[config.mk]
export PLATFORM = sky130hd
export DESIGN_NAME = ecsm_ctrl
export DESIGN_NICKNAME = d
export VERILOG_FILES = /design/src/hw/rtl/ecsm_pkg.sv /design/src/hw/rtl/ecsm_ctrl.sv
export SDC_FILE = /design/constraint.sdc
export NUM_CORES = 1
export LEC_CHECK = 0
export CAP_MARGIN = 20
export CORE_ASPECT_RATIO = 0.6
export CORE_MARGIN = 1.5
export CORE_UTILIZATION = 59
export DETAILED_ROUTE_END_ITERATION = 10
export DONT_BUFFER_PORTS = 1
export HOLD_SLACK_MARGIN = 0.05
export PLACE_DENSITY = 0.79
export SKIP_LAST_GASP = 1
export SYNTH_ARGS = -nofsm -noshare
export SYNTH_HDL_FRONTEND = slang
export SYNTH_MEMORY_MAX_BITS = 65536
export SYNTH_SLANG_ARGS = --single-unit
[constraint.sdc]
create_clock -name clk -period 3.17 [get_ports clk]
set_input_delay 0.1585 -clock clk [delete_from_list [all_inputs] [get_ports clk]]
set_output_delay 0.1585 -clock clk [all_outputs]
set_load 0.01 [all_outputs]
[src/hw/rtl/ecsm_pkg.sv]
`timescale 1ns / 1ps

package ecsm_pkg;

	localparam int COORD_W    = 32;
	localparam int SCALAR_W   = 64;
	localparam int CFG_IDX_W  = 1;
	localparam int CFG_DATA_W = 32;
	localparam int NUM_PHYS   = 20;
	localparam int PC_W       = 7;

	localparam logic [COORD_W-1:0] MODULUS_RESET = 32'd1000000007;
	localparam logic [COORD_W-1:0] CURVE_A_RESET = 32'd0;

	// configuration register indexes
	localparam logic [CFG_IDX_W-1:0] CFG_MODULUS = 1'b0;
	localparam logic [CFG_IDX_W-1:0] CFG_CURVE_A = 1'b1;

	// item commands
	localparam logic CMD_MUL = 1'b0;
	localparam logic CMD_ADD = 1'b1;

	typedef struct packed {
		logic                cmd;
		logic [COORD_W-1:0]  px;
		logic [COORD_W-1:0]  py;
		logic [COORD_W-1:0]  qx;
		logic [COORD_W-1:0]  qy;
		logic [SCALAR_W-1:0] scalar;
	} item_t;

	typedef struct packed {
		logic [COORD_W-1:0] rx;
		logic [COORD_W-1:0] ry;
	} result_t;

	// register file addresses; the V_ entries are resolved by the sequencer
	typedef enum logic [4:0] {
		R_PX, R_PY, R_QX, R_QY, R_AX, R_AY, R_A, R_ONE, R_NUM, R_DEN,
		R_LAM, R_XR, R_YR, R_T, R_Q, R_TQ, R_RA, R_RB, R_TA, R_TB,
		V_UX, V_UY, V_VX, V_VY, V_DX, V_DY, V_ROLD, V_RNEW, V_TOLD, V_TNEW
	} raddr_t;

	typedef enum logic [3:0] {
		OP_MOV, OP_ADD, OP_SUB, OP_MUL, OP_DIV, OP_MOD, OP_LD0, OP_LD1,
		OP_LDP, OP_TST, OP_EQ, OP_OUT, OP_KLD, OP_KSH
	} dp_op_t;

	typedef enum logic [2:0] {
		MS_PX, MS_PY, MS_QX, MS_QY, MS_A
	} msel_t;

	typedef enum logic [2:0] {
		UK_OP, UK_BR, UK_CALL, UK_RET, UK_SWAP, UK_END
	} ukind_t;

	typedef enum logic [2:0] {
		C_ALWAYS, C_FLAG, C_NFLAG, C_KZERO, C_KLSB0, C_PSMALL, C_CMDADD
	} cond_t;

	typedef enum logic [1:0] {
		MODE_PQ, MODE_ACC, MODE_DBL
	} mode_t;

	typedef logic [PC_W-1:0] pc_t;

	typedef struct packed {
		ukind_t kind;
		dp_op_t op;
		raddr_t dst;
		raddr_t sa;
		raddr_t sb;
		msel_t  msel;
		cond_t  cond;
		mode_t  mode;
		pc_t    target;
	} uinstr_t;

	typedef struct packed {
		logic   valid;
		dp_op_t op;
		raddr_t dst;
		raddr_t sa;
		raddr_t sb;
		msel_t  msel;
	} dp_cmd_t;

	typedef struct packed {
		logic done;
		logic flag;
		logic k_zero;
		logic k_lsb;
		logic p_small;
		logic cmd_add;
	} dp_status_t;

	// program labels
	localparam pc_t L_LOOP = 7'd11;
	localparam pc_t L_ADD  = 7'd18;
	localparam pc_t L_OUT  = 7'd19;
	localparam pc_t L_PADD = 7'd21;
	localparam pc_t L_VCHK = 7'd26;
	localparam pc_t L_NZ   = 7'd31;
	localparam pc_t L_GEN  = 7'd41;
	localparam pc_t L_INV  = 7'd43;
	localparam pc_t L_EUC  = 7'd49;
	localparam pc_t L_EEND = 7'd56;
	localparam pc_t L_INF  = 7'd68;

	function automatic uinstr_t u_op(input dp_op_t op, input raddr_t d, input raddr_t a,
			input raddr_t b);
		uinstr_t u;
		u = '0;
		u.kind = UK_OP;
		u.op = op;
		u.dst = d;
		u.sa = a;
		u.sb = b;
		return u;
	endfunction

	function automatic uinstr_t u_mod(input raddr_t d, input msel_t m);
		uinstr_t u;
		u = '0;
		u.kind = UK_OP;
		u.op = OP_MOD;
		u.dst = d;
		u.msel = m;
		return u;
	endfunction

	function automatic uinstr_t u_br(input cond_t c, input pc_t t);
		uinstr_t u;
		u = '0;
		u.kind = UK_BR;
		u.cond = c;
		u.target = t;
		return u;
	endfunction

	function automatic uinstr_t u_call(input mode_t m, input pc_t t);
		uinstr_t u;
		u = '0;
		u.kind = UK_CALL;
		u.mode = m;
		u.target = t;
		return u;
	endfunction

	function automatic uinstr_t u_kind(input ukind_t k);
		uinstr_t u;
		u = '0;
		u.kind = k;
		return u;
	endfunction

	// sequencer program: double-and-add over a point-add subroutine
	function automatic uinstr_t ucode(input pc_t pc);
		uinstr_t u;
		unique case (pc)
			7'd0:  u = u_op(OP_LD0, R_AX, R_PX, R_PX);
			7'd1:  u = u_op(OP_LD0, R_AY, R_PX, R_PX);
			7'd2:  u = u_br(C_PSMALL, L_OUT);
			7'd3:  u = u_mod(R_A, MS_A);
			7'd4:  u = u_mod(R_PX, MS_PX);
			7'd5:  u = u_mod(R_PY, MS_PY);
			7'd6:  u = u_mod(R_QX, MS_QX);
			7'd7:  u = u_mod(R_QY, MS_QY);
			7'd8:  u = u_op(OP_LD1, R_ONE, R_PX, R_PX);
			7'd9:  u = u_br(C_CMDADD, L_ADD);
			7'd10: u = u_op(OP_KLD, R_PX, R_PX, R_PX);
			7'd11: u = u_br(C_KZERO, L_OUT);
			7'd12: u = u_br(C_KLSB0, 7'd14);
			7'd13: u = u_call(MODE_ACC, L_PADD);
			7'd14: u = u_op(OP_KSH, R_PX, R_PX, R_PX);
			7'd15: u = u_br(C_KZERO, L_OUT);
			7'd16: u = u_call(MODE_DBL, L_PADD);
			7'd17: u = u_br(C_ALWAYS, L_LOOP);
			7'd18: u = u_call(MODE_PQ, L_PADD);
			7'd19: u = u_op(OP_OUT, R_PX, R_AX, R_AY);
			7'd20: u = u_kind(UK_END);
			7'd21: u = u_op(OP_TST, R_PX, V_UX, V_UY);
			7'd22: u = u_br(C_NFLAG, L_VCHK);
			7'd23: u = u_op(OP_MOV, V_DX, V_VX, V_VX);
			7'd24: u = u_op(OP_MOV, V_DY, V_VY, V_VY);
			7'd25: u = u_kind(UK_RET);
			7'd26: u = u_op(OP_TST, R_PX, V_VX, V_VY);
			7'd27: u = u_br(C_NFLAG, L_NZ);
			7'd28: u = u_op(OP_MOV, V_DX, V_UX, V_UX);
			7'd29: u = u_op(OP_MOV, V_DY, V_UY, V_UY);
			7'd30: u = u_kind(UK_RET);
			7'd31: u = u_op(OP_EQ, R_PX, V_UX, V_VX);
			7'd32: u = u_br(C_NFLAG, L_GEN);
			7'd33: u = u_op(OP_EQ, R_PX, V_UY, V_VY);
			7'd34: u = u_br(C_NFLAG, L_GEN);
			7'd35: u = u_op(OP_MUL, R_T, V_UX, V_UX);
			7'd36: u = u_op(OP_ADD, R_NUM, R_T, R_T);
			7'd37: u = u_op(OP_ADD, R_NUM, R_NUM, R_T);
			7'd38: u = u_op(OP_ADD, R_NUM, R_NUM, R_A);
			7'd39: u = u_op(OP_ADD, R_DEN, V_UY, V_UY);
			7'd40: u = u_br(C_ALWAYS, L_INV);
			7'd41: u = u_op(OP_SUB, R_NUM, V_VY, V_UY);
			7'd42: u = u_op(OP_SUB, R_DEN, V_VX, V_UX);
			7'd43: u = u_op(OP_TST, R_PX, R_DEN, R_DEN);
			7'd44: u = u_br(C_FLAG, L_INF);
			7'd45: u = u_op(OP_LDP, V_ROLD, R_PX, R_PX);
			7'd46: u = u_op(OP_MOV, V_RNEW, R_DEN, R_DEN);
			7'd47: u = u_op(OP_LD0, V_TOLD, R_PX, R_PX);
			7'd48: u = u_op(OP_LD1, V_TNEW, R_PX, R_PX);
			7'd49: u = u_op(OP_TST, R_PX, V_RNEW, V_RNEW);
			7'd50: u = u_br(C_FLAG, L_EEND);
			7'd51: u = u_op(OP_DIV, R_Q, V_ROLD, V_RNEW);
			7'd52: u = u_op(OP_MUL, R_TQ, R_Q, V_TNEW);
			7'd53: u = u_op(OP_SUB, V_TOLD, V_TOLD, R_TQ);
			7'd54: u = u_kind(UK_SWAP);
			7'd55: u = u_br(C_ALWAYS, L_EUC);
			7'd56: u = u_op(OP_EQ, R_PX, V_ROLD, R_ONE);
			7'd57: u = u_br(C_NFLAG, L_INF);
			7'd58: u = u_op(OP_MUL, R_LAM, R_NUM, V_TOLD);
			7'd59: u = u_op(OP_MUL, R_T, R_LAM, R_LAM);
			7'd60: u = u_op(OP_SUB, R_T, R_T, V_UX);
			7'd61: u = u_op(OP_SUB, R_XR, R_T, V_VX);
			7'd62: u = u_op(OP_SUB, R_T, V_UX, R_XR);
			7'd63: u = u_op(OP_MUL, R_T, R_LAM, R_T);
			7'd64: u = u_op(OP_SUB, R_YR, R_T, V_UY);
			7'd65: u = u_op(OP_MOV, V_DX, R_XR, R_XR);
			7'd66: u = u_op(OP_MOV, V_DY, R_YR, R_YR);
			7'd67: u = u_kind(UK_RET);
			7'd68: u = u_op(OP_LD0, V_DX, R_PX, R_PX);
			7'd69: u = u_op(OP_LD0, V_DY, R_PX, R_PX);
			7'd70: u = u_kind(UK_RET);
			default: u = u_kind(UK_END);
		endcase
		return u;
	endfunction

endpackage

[src/hw/rtl/ecsm_ctrl.sv]
`timescale 1ns / 1ps

module ecsm_ctrl (
	input  logic                  clk,
	input  logic                  arst_n,
	input  logic                  start,
	output logic                  busy,
	output ecsm_pkg::dp_cmd_t     cmd,
	input  ecsm_pkg::dp_status_t  status
);

	typedef enum logic [2:0] {
		S_IDLE  = 3'b001,
		S_FETCH = 3'b010,
		S_WAIT  = 3'b100
	} state_t;

	state_t               state_q;
	ecsm_pkg::pc_t        pc_q;
	ecsm_pkg::pc_t        ret_q;
	ecsm_pkg::mode_t      mode_q;
	logic                 swap_q;
	ecsm_pkg::dp_cmd_t    cmd_q;
	ecsm_pkg::uinstr_t    ui;
	logic                 hit;
	ecsm_pkg::pc_t        pc_next;

	// resolve subroutine operand names to physical registers
	function automatic ecsm_pkg::raddr_t map_addr(input ecsm_pkg::raddr_t a,
			input ecsm_pkg::mode_t m, input logic sw);
		ecsm_pkg::raddr_t r;
		unique case (a)
			ecsm_pkg::V_UX:   r = (m == ecsm_pkg::MODE_ACC) ? ecsm_pkg::R_AX : ecsm_pkg::R_PX;
			ecsm_pkg::V_UY:   r = (m == ecsm_pkg::MODE_ACC) ? ecsm_pkg::R_AY : ecsm_pkg::R_PY;
			ecsm_pkg::V_VX:   r = (m == ecsm_pkg::MODE_PQ) ? ecsm_pkg::R_QX : ecsm_pkg::R_PX;
			ecsm_pkg::V_VY:   r = (m == ecsm_pkg::MODE_PQ) ? ecsm_pkg::R_QY : ecsm_pkg::R_PY;
			ecsm_pkg::V_DX:   r = (m == ecsm_pkg::MODE_DBL) ? ecsm_pkg::R_PX : ecsm_pkg::R_AX;
			ecsm_pkg::V_DY:   r = (m == ecsm_pkg::MODE_DBL) ? ecsm_pkg::R_PY : ecsm_pkg::R_AY;
			ecsm_pkg::V_ROLD: r = sw ? ecsm_pkg::R_RB : ecsm_pkg::R_RA;
			ecsm_pkg::V_RNEW: r = sw ? ecsm_pkg::R_RA : ecsm_pkg::R_RB;
			ecsm_pkg::V_TOLD: r = sw ? ecsm_pkg::R_TB : ecsm_pkg::R_TA;
			ecsm_pkg::V_TNEW: r = sw ? ecsm_pkg::R_TA : ecsm_pkg::R_TB;
			default:          r = a;
		endcase
		return r;
	endfunction

	assign ui      = ecsm_pkg::ucode(pc_q);
	assign pc_next = ecsm_pkg::pc_t'(pc_q + 1'b1);
	assign busy    = (state_q != S_IDLE);
	assign cmd     = cmd_q;

	always_comb begin
		unique case (ui.cond)
			ecsm_pkg::C_ALWAYS: hit = 1'b1;
			ecsm_pkg::C_FLAG:   hit = status.flag;
			ecsm_pkg::C_NFLAG:  hit = !status.flag;
			ecsm_pkg::C_KZERO:  hit = status.k_zero;
			ecsm_pkg::C_KLSB0:  hit = !status.k_lsb;
			ecsm_pkg::C_PSMALL: hit = status.p_small;
			ecsm_pkg::C_CMDADD: hit = status.cmd_add;
			default:            hit = 1'b0;
		endcase
	end

	always_ff @(posedge clk or negedge arst_n) begin
		if (!arst_n) begin
			state_q <= S_IDLE;
			pc_q    <= '0;
			ret_q   <= '0;
			mode_q  <= ecsm_pkg::MODE_PQ;
			swap_q  <= 1'b0;
			cmd_q   <= '0;
		end else begin
			cmd_q.valid <= 1'b0;
			unique case (state_q)
				S_IDLE: begin
					if (start) begin
						pc_q    <= '0;
						state_q <= S_FETCH;
					end
				end
				S_FETCH: begin
					unique case (ui.kind)
						ecsm_pkg::UK_OP: begin
							cmd_q.valid <= 1'b1;
							cmd_q.op    <= ui.op;
							cmd_q.dst   <= map_addr(ui.dst, mode_q, swap_q);
							cmd_q.sa    <= map_addr(ui.sa, mode_q, swap_q);
							cmd_q.sb    <= map_addr(ui.sb, mode_q, swap_q);
							cmd_q.msel  <= ui.msel;
							state_q     <= S_WAIT;
						end
						ecsm_pkg::UK_BR: pc_q <= hit ? ui.target : pc_next;
						ecsm_pkg::UK_CALL: begin
							ret_q  <= pc_next;
							mode_q <= ui.mode;
							swap_q <= 1'b0;
							pc_q   <= ui.target;
						end
						ecsm_pkg::UK_RET: pc_q <= ret_q;
						ecsm_pkg::UK_SWAP: begin
							swap_q <= !swap_q;
							pc_q   <= pc_next;
						end
						default: state_q <= S_IDLE;
					endcase
				end
				S_WAIT: begin
					if (status.done) begin
						pc_q    <= pc_next;
						state_q <= S_FETCH;
					end
				end
				default: state_q <= S_IDLE;
			endcase
		end
	end

endmodule

Word-level counts from Yosys, hierarchy flattened
Memories as Yosys holds them, arrays and structs flattened.
Index checks and enable logic that the tools add are counted.

storage, ports and cells
  flip-flop bits (word level) = 43
  memory bits (read-only) = 4,736
  input port bits = 9
  output and inout bits = 24
  word-level logic and storage cells = 103
  memories kept = 1

operators by class
  $add $sub $neg = 1
  equal/unequal tests = 50
  mux-type cells = 26
  reduce and logical (&&, ||, !) cells = 14

memories
  memory            depth  bits a word  rd ports  clocked after memory_dff  write ports  line             text
  (name not given)  128    37           1         0                         0            ecsm_pkg.sv:160  unique case (pc)

operators with widths
  cell                 number
  $eq 5x5->1 const B   30
  $pmux 5 s10          3
  $mux 23              2
  $pmux 7 s4           1
  $mux 7               3
  $pmux 7 s3           1
  $mux 3               6
  $eq 3x2->1 const B   5
  $eq 3x3->1 const B   5
  $eq 3x1->1 const B   3
  $pmux 3 s3           1
  $add 7x1->7 const B  1
  $pmux 1 s7           1
  $logic_not 3->1      2
  $ne 2x2->1 const B   3
  $pmux 3 s2           1
  $reduce_and 2->1     3
  $ne 5x1->1 const B   1
  $mux 1               4
  $mux 2               2
  $reduce_and 4->1     1
  $reduce_or 4->1      1
  $logic_not 1->1      3
  $ne 3x1->1 const B   1
  other kinds (7)      7

Depth between registers and ports, before layout
Gate-level depths: netlist (run 1).
An unclocked memory read counts as a cell.

  depth in word-level cells = 6
  mapped depth = 13
  depth with buffers taken out = 11

Worst setup path before layout (run 1)
Ideal clock, no wire load.

  path type = flip-flop to flip-flop
  start point = register pc_q[1]
  end point = register pc_q[4]
  library setup time = 0.082 ns
  arrival = 3.008 ns
  data required time = 3.088 ns
  path slack = 0.081 ns
  cell stages (with the launch flop) = 13
  buffers on the path = 2
  clock period less this slack = 3.089 ns
  path through = dfrtp_1 clkbuf_1 inv_1 ha_1 and2b_1 a2111oi_0 o31ai_1 a31o_2 xnor2_1 o21ai_1 buf_2 nor2_1 a31oi_1

on the way
  word-level cells in the longest chain between the ends = 6
  elaborated cells between the ends (all ways) = 20
  classes of those cells = add/sub: 1; eq/ne: 11; mux: 5; reduce/logical: 2; memory: 1

ends and longest elaborated chain
  what                                line              text
  start, declared                     ecsm_ctrl.sv:19   ecsm_pkg::pc_t pc_q;
  start signal, assigned              ecsm_ctrl.sv:94   ecsm_pkg::UK_BR: pc_q <= hit ? ui.target : pc_next;
  start signal, assigned              ecsm_ctrl.sv:99   pc_q <= ui.target;
  start signal, assigned              ecsm_ctrl.sv:101  ecsm_pkg::UK_RET: pc_q <= ret_q;
  $mem_v2 128x37                      n/a
  $eq 3x3->1 (tied with other cells)  ecsm_ctrl.sv:54   unique case (ui.cond)
  $pmux 1 s7                          ecsm_ctrl.sv:54
  $mux 7                              ecsm_ctrl.sv:94
  $pmux 7 s4                          ecsm_ctrl.sv:84   unique case (ui.kind)
  $pmux 7 s3                          ecsm_ctrl.sv:76   unique case (state_q)

Parallel ways exist; a longest one is shown, timed or not. The select of a mux whose other input is x is not followed.
A chain may end at the register's enable or synchronous reset.

Worst setup path after layout (run 1)
  start point = register pc_q[0]
  end point = register pc_q[6]

Same word-level chain as after synthesis.

==> results.sh, run 1 <==
export IMPL_status="completed"
export IMPL_place_hpwl_um=12600
export IMPL_worstReg2RegStart="pc_q[0]"
export IMPL_start_kind="flip-flop"
export IMPL_grt_pass1_wl_um=27800
export IMPL_grt_overflow=0
export IMPL_drive_above_1_share=0.162
export IMPL_reg2reg_depth=10
export IMPL_synth_top_cell_by_area="dfrtp_1"
export IMPL_critPathRequiredTime_ns=3.41
export IMPL_vias=5485
export IMPL_die_w_um=117
export IMPL_clk_latency_ns=0.30
export IMPL_dp_cells=742
export IMPL_rsz0062_at_grt="yes"
export IMPL_crit_arrival_ns=3.35
export IMPL_path_cells="inv_1, ha_1, and2b_2, and2_1, a2111o_1, a31o_2, nor2_1, nor2_1, a2111oi_2, o22a_1"
export IMPL_antenna_left=0
export IMPL_ys_ff_latch=43
export IMPL_initial_core_util=0.623
export IMPL_clock_fmax_mhz=322
export IMPL_cts_tree="yes"
export IMPL_drtIter0Drc=945
export IMPL_yosysWarnings=0
export IMPL_whs_endpoint="state_q[0]"
export IMPL_holdCritPathClass="input port to flip-flop"
export IMPL_cts_root_buf="clkbuf_16"
export IMPL_grt_pass1_vias=5047
export IMPL_grt_start_max_net_pins=51
export IMPL_post_cts_buffers=0
export IMPL_irDropWorstVdd_v=0.00117
export IMPL_synthTopCellsByCount="nand2_1 (79), o21ai_0 (53), nor2_1 (51)"
export IMPL_slew_headroom=0.560
export IMPL_route_detailed_drc=0
export IMPL_worst_pin_slew_ns=0.653
export IMPL_core_mm2=0.00745
export IMPL_r2r_slack_ns=0.06
export IMPL_synth_edf_count=0
export IMPL_htree_levels=2
export IMPL_maxCapViolations=0
export IMPL_path_common_cell="nor2_1"
export IMPL_power_density_mw_per_mm2=1370
export IMPL_grt_util_all_layers=0.426
export IMPL_die_area_mm2=0.00842
export IMPL_netlist_area_mm2=0.00464
export IMPL_placementRows=24
export IMPL_hold_path_depth=3
export IMPL_holdCritStartpoint="start"
export IMPL_power_leakage_uw=0.00216
export IMPL_pin_count=33
export IMPL_wl_per_cell_um=23.4
export IMPL_netlist_top_cells_area="dfrtp_1 (23%), nand2_1 (6.4%), o21ai_0 (5.7%)"
export IMPL_gp_congestion=1.07
export IMPL_antenna_found_initial=0
export IMPL_slew_viol_final=0
export IMPL_finalSetupViolCount=0
export IMPL_layoutNonFillerInstCount=753
export IMPL_r2r_end="pc_q[6]"
export IMPL_synth_distinct_cells=79
export IMPL_cts_buffers=5
export IMPL_synth_top_area_share=0.227
export IMPL_diodes=0
export IMPL_hold_viol_final=0
export IMPL_fin_crit_ns=3.11
export IMPL_final_fill_count=630
export IMPL_met3_usage=0.154
export IMPL_numPortBuffers=0
export IMPL_post_route_util=0.714
export IMPL_finalCritPeriodShare=0.980
export IMPL_die_y_um=71.7
export IMPL_timing_worst_setup_path_type="flip-flop to flip-flop"
export IMPL_drt_first_pass_iters=9
export IMPL_synthArstFlopShare=1.00
export IMPL_syn_to_final_growth_pct=14.7
export IMPL_cpPeakStageDelay_ns=0.43
export IMPL_cts_clk_slew_worst_paths_ns=0.07
export IMPL_grtUsageMet2=0.622
export IMPL_critPathMaxFanout=5
export IMPL_use_met1=0.583
export IMPL_layout_nets=669
export IMPL_clock_sinks=43
export IMPL_synth_avg_cell_area_um2=7.40
export IMPL_synthCells=627
export IMPL_syn_num_nets=648
export IMPL_crit_slowest_cell="dfrtp_1"
export IMPL_vias_per_cell=7.28
export IMPL_worst_clock_skew_ns=0.00829
export IMPL_synth_most_common_cell="nand2_1"
export IMPL_ys_flop_type="dfrtp_1"
export IMPL_finalWirelength_um=17600
export IMPL_grt_busiest_layer="met2"
export IMPL_ys_seq_area_frac=0.232
export IMPL_clockBufferDepth=2
export IMPL_endpoint_kind="flip-flop"
-- power by group --
| group | leakage, uW | switching [uW] | total, uW | internal, uW |
|---|---|---|---|---|
| registers | 0.000567 | 298 | 1040 | 740 |
| logic | 0.00150 | 3420 | 5550 | 2130 |
| clock network | 0.0000911 | 226 | 678 | 452 |
-- metal layers --
metal | part of all wire | vias to the layer above | wire length (um)
met2 | 0.40 | 491 | 7140
met3 | 0.16 | 100 | 2800
li1 | - | 2382 | -
met4 | 0.045 | 0 | 795
met5 | 0 | - | 0
met1 | 0.39 | 2512 | 6910
-- cell type report --
type	count	area, um2	area share
Multi-Input combinational cell	514	3270	0.616
Sequential cell	43	1080	0.203
Timing Repair Buffer	67	583	0.110
Tap cell	104	130	0.0245
Clock buffer	6	129	0.0242
Clock inverter	2	60.1	0.0113
Inverter	17	63.8	0.0120
-- cells by family after synthesis --
logic type / count (synthesis) / synth area share
compound gates: 223 / 0.330
xor+xnor: 13 / 0.0246
fa+ha+maj: 12 / 0.0340
buf+inv: 70 / 0.0685
flops: 43 / 0.232
mux: 19 / 0.0507
simple gates: 247 / 0.260
-- state kept, by name, summed over array words and instances (netlist names) --
signal   cells
swap_q       1
pc_q         7
ret_q        7
state_q      3
cmd         23
mode_q       2
-- worst max-delay path by stage --
stage,startpoint,endpoint,depth (start not counted)
after floorplan,pc_q[1],pc_q[4],12
after global placement,pc_q[0],pc_q[3],12
after detailed placement,pc_q[0],pc_q[2],12
after CTS,pc_q[0],pc_q[2],12
after global routing,pc_q[0],pc_q[2],11
final,pc_q[0],pc_q[6],10
-- worst max-delay path: cells and delay by family, from the launching register on --
family	cells	cell delay [ns]
AOI/OAI and AO/OA	4	1.31
and+or+nand+nor	4	0.94
DFF	1	0.43
adders and majority gates	1	0.28
buffers and inverters	1	0.09
-- layout by cell type, fill, tap and decap left out, types with 11 or more instances in the layout --
| cell | instances |
|---|---|
| a211oi_1 | 13 |
| a21oi_1 | 44 |
| a221oi_1 | 11 |
| buf_4 | 59 |
| dfrtp_1 | 41 |
| inv_1 | 16 |
| nand2_1 | 79 |
| nand2b_1 | 13 |
| nand3_1 | 22 |
| nor2_1 | 51 |
| nor3_1 | 22 |
| o21ai_0 | 53 |
| xnor2_1 | 11 |
-- timing repair --
action | CTS | global route
hold endpoints to repair | 44 | 0
gates resized for setup | 0 | 11
hold buffers | 3 | 0
setup endpoints to repair | 0 | 13
-- through the flow --
stage / hold WS (ns) / total power [uW] / area, um2 / TNS, ns / setup slack (ns)
4_1_cts: 0.0940 / 6920 / 5290 / 0 / 0.00301
5_1_grt: 0.185 / 7620 / 5320 / -0.0339 / -0.0339
2_1_floorplan: -0.137 / 4400 / 4640 / 0 / 0.0805
6_report: 0.112 / 7260 / 5320 / 0 / 0.0622
3_5_place_dp: -0.136 / 6200 / 5060 / 0 / 0.0342
3_3_place_gp: -0.136 / 6100 / 5060 / 0 / 0.203
No activity file was read; power rests on OpenSTA's default activity.
==> run 2, diff against run 1 <==
--- a/config.mk
+++ b/config.mk
@@ -8,12 +8,13 @@
 export CAP_MARGIN = 20
 export CORE_ASPECT_RATIO = 0.6
 export CORE_MARGIN = 1.5
-export CORE_UTILIZATION = 59
+export CORE_UTILIZATION = 35
 export DETAILED_ROUTE_END_ITERATION = 10
 export DONT_BUFFER_PORTS = 1
 export HOLD_SLACK_MARGIN = 0.05
-export PLACE_DENSITY = 0.79
+export PLACE_DENSITY = 0.52
 export SKIP_LAST_GASP = 1
+export SLEW_MARGIN = 10
 export SYNTH_ARGS = -nofsm -noshare
 export SYNTH_HDL_FRONTEND = slang
 export SYNTH_MEMORY_MAX_BITS = 65536
==> run 2 against run 1 <==
Effect of this change:
- core utilization shrank 29 points
- final cell count grew 10%
- clock power shrank 22%
- global-route usage shrank 15 points
- highest routed layer unchanged
- largest power group unchanged
- fmax grew 2.6%
- sequential power is essentially flat
- critical path depth grew 2
- flip-flop and latch count is the same
- register-to-register slack gained 0.08 ns
- worst hold slack lost 0.031 ns
- clock skew is essentially flat
==> results.sh, run 2 (same netlist as run 1, synthesis figures left out) <==
export IMPL_seq_area_mm2=0.00108
export IMPL_clk_latency_ns=0.29
export IMPL_pin_count=33
export IMPL_largest_reg_flops=23
export IMPL_r2r_end="pc_q[0]"
export IMPL_timing_worst_setup_path_type="flip-flop to flip-flop"
export IMPL_cpPeakStageDelay_ns=0.40
export IMPL_share_comb_of_total_power=0.783
export IMPL_die_w_um=152
export IMPL_maxCapViolations=0
export IMPL_reg2reg_depth=12
export IMPL_sw_frac_of_total=0.548
export IMPL_worstReg2RegStart="pc_q[0]"
export IMPL_die_y_um=92.2
export IMPL_grt_overflow=0
export IMPL_met3_usage=0.0786
export IMPL_crit_slowest_cell="or4_1"
export IMPL_grt_pass1_vias=4872
export IMPL_cts_clk_slew_worst_paths_ns=0.06
export IMPL_use_met1=0.410
export IMPL_holdCritPathClass="input port to flip-flop"
export IMPL_final_fill_count=1321
export IMPL_worst_pin_slew_ns=0.723
export IMPL_final_common_cell="nand2_1"
export IMPL_grt_busiest_layer="met1"
export IMPL_finalCritPeriodShare=0.956
export IMPL_diodes=0
export IMPL_vias=5181
export IMPL_irDropWorstVdd_v=0.000508
export IMPL_htree_levels=2
export IMPL_grtUsageMet2=0.377
export IMPL_hold_viol_final=0
export IMPL_die_area_mm2=0.0140
export IMPL_fin_crit_ns=3.03
export IMPL_p_seq_frac=0.143
export IMPL_grt_pass1_wl_um=28700
export IMPL_path_common_cell="buf_4"
export IMPL_wl_per_cell_um=22.3
export IMPL_syn_to_final_growth_pct=17.6
export IMPL_power_switching_uw=3930
export IMPL_numPortBuffers=0
export IMPL_clock_sinks=43
export IMPL_start_kind="flip-flop"
export IMPL_slew_viol_final=0
export IMPL_vias_per_cell=6.23
export IMPL_clock_fmax_mhz=330
export IMPL_grt_util_all_layers=0.272
export IMPL_drt_first_pass_iters=5
export IMPL_placementRows=32
export IMPL_critPathMaxFanout=11
export IMPL_status="completed"
export IMPL_critPathRequiredTime_ns=3.38
export IMPL_drtIter0Drc=754
export IMPL_rsz0062_at_grt="yes"
export IMPL_multi_input_area_mm2=0.00328
export IMPL_path_cells="buf_4, ha_1, buf_4, nand2b_1, nand3_1, o2111ai_1, a31oi_1, a32oi_4, buf_4, or4_1, o2111a_1, a21oi_1"
export IMPL_place_hpwl_um=14000
export IMPL_endpoint_kind="flip-flop"
export IMPL_power_uw=7170
export IMPL_cts_root_buf="clkbuf_16"
export IMPL_timing_critical_path_from="pc_q[0]"
export IMPL_finalWirelength_um=18600
export IMPL_whs_ns=0.0812
export IMPL_initial_core_util=0.360
export IMPL_power_density_mw_per_mm2=1320
export IMPL_layout_nets=682
export IMPL_critical_path_top_delay_family="compound AO/OA/AOI/OAI gates"
export IMPL_mostFrequentLayoutCells="nand2_1 (79), buf_4 (73), o21ai_0 (53), nor2_1 (51), a21oi_1 (44)"
export IMPL_slew_headroom=0.512
export IMPL_r2r_slack_ns=0.14
export IMPL_antenna_left=0
export IMPL_clkPwrFrac=0.074
export IMPL_power_internal_uw=3250
export IMPL_path_buf_inv=3
export IMPL_cts_tree="yes"
export IMPL_cts_buffers=5
export IMPL_finalSetupViolCount=0
export IMPL_power_leakage_uw=0.00221
export IMPL_gp_congestion=0.997
export IMPL_antenna_found_initial=0
export IMPL_crit_arrival_ns=3.24
export IMPL_drive_above_1_share=0.174
export IMPL_route_detailed_drc=0
export IMPL_core_mm2=0.0129
export IMPL_clockBufferDepth=2
export IMPL_crit_end="pc_q[0]"
export IMPL_cp_num_cells=12
export IMPL_grt_start_max_net_pins=45
export IMPL_worst_clock_skew_ns=0.00875
[run 2: cell types whose count changed in the layout (fill, tap and decap cells not counted), sizes merged]
cell    before  now
buf         65   78
bufinv       2    0
clkinv       1    2
[run 2: cell type report]
class | count | share of cell area
clock buffer | 6 | 0.0255
clock inverter | 1 | 0.000918
inverter | 17 | 0.0117
multi-input combinational | 514 | 0.601
sequential | 43 | 0.198
tap | 170 | 0.0390
timing repair buffer | 80 | 0.124
[run 2: routing by layer]
metal  wire [um]  share of wire
met1        8830           0.48
met3        1910           0.10
met2        7440           0.40
met5           0              0
met4         397          0.021
[run 2: worst min-delay path by stage]
stage	start	endpoint	slack (ns)	cells after the start
finish	start	state_q[0]	0.08	3
global route	start	state_q[0]	0.10	3
CTS	start	state_q[0]	0.09	3
detailed placement	arst_n	cmd[20]	-0.13	0
global placement	arst_n	cmd[20]	-0.14	0
floorplan	arst_n	cmd[0]	-0.14	0
[run 2: stage by stage]
step,instances,instance area [um2],TNS [ns],utilization,setup WS (ns)
2_1_floorplan,627,4640,0,-,0.0805
3_3_place_gp,818,5200,0,0.404,0.192
3_5_place_dp,818,5200,0,0.404,0.0957
4_1_cts,828,5390,0,0.418,0.0690
5_1_grt,831,5450,-0.0196,0.423,-0.0190
6_report,831,5450,0,0.423,0.140
[run 2: power by group through the flow]
stage | clock network (uW) | logic (uW) | registers, uW
after global routing | 556 | 6020 | 1060
after global placement | 0 | 5360 | 1030
after CTS | 538 | 5370 | 1030
final | 528 | 5620 | 1030
after floorplan | 0 | 3490 | 911
after detailed placement | 0 | 5340 | 1040
[run 2: worst reg2reg max path, stage by stage (launching register included)]
cell,delay [ns]
dfrtp_1,0.39
buf_4,0.16
ha_1,0.19
buf_4,0.21
nand2b_1,0.23
nand3_1,0.19
o2111ai_1,0.21
a31oi_1,0.31
a32oi_4,0.15
buf_4,0.20
or4_1,0.40
o2111a_1,0.14
a21oi_1,0.17
[run 2: timing repair]
action / CTS / global route
hold buffers: 3 / 0
buffers inserted: 0 / 3
gates resized for setup: 0 / 8
endpoints found under the setup margin: 0 / 7
endpoints found under the hold margin: 44 / 0
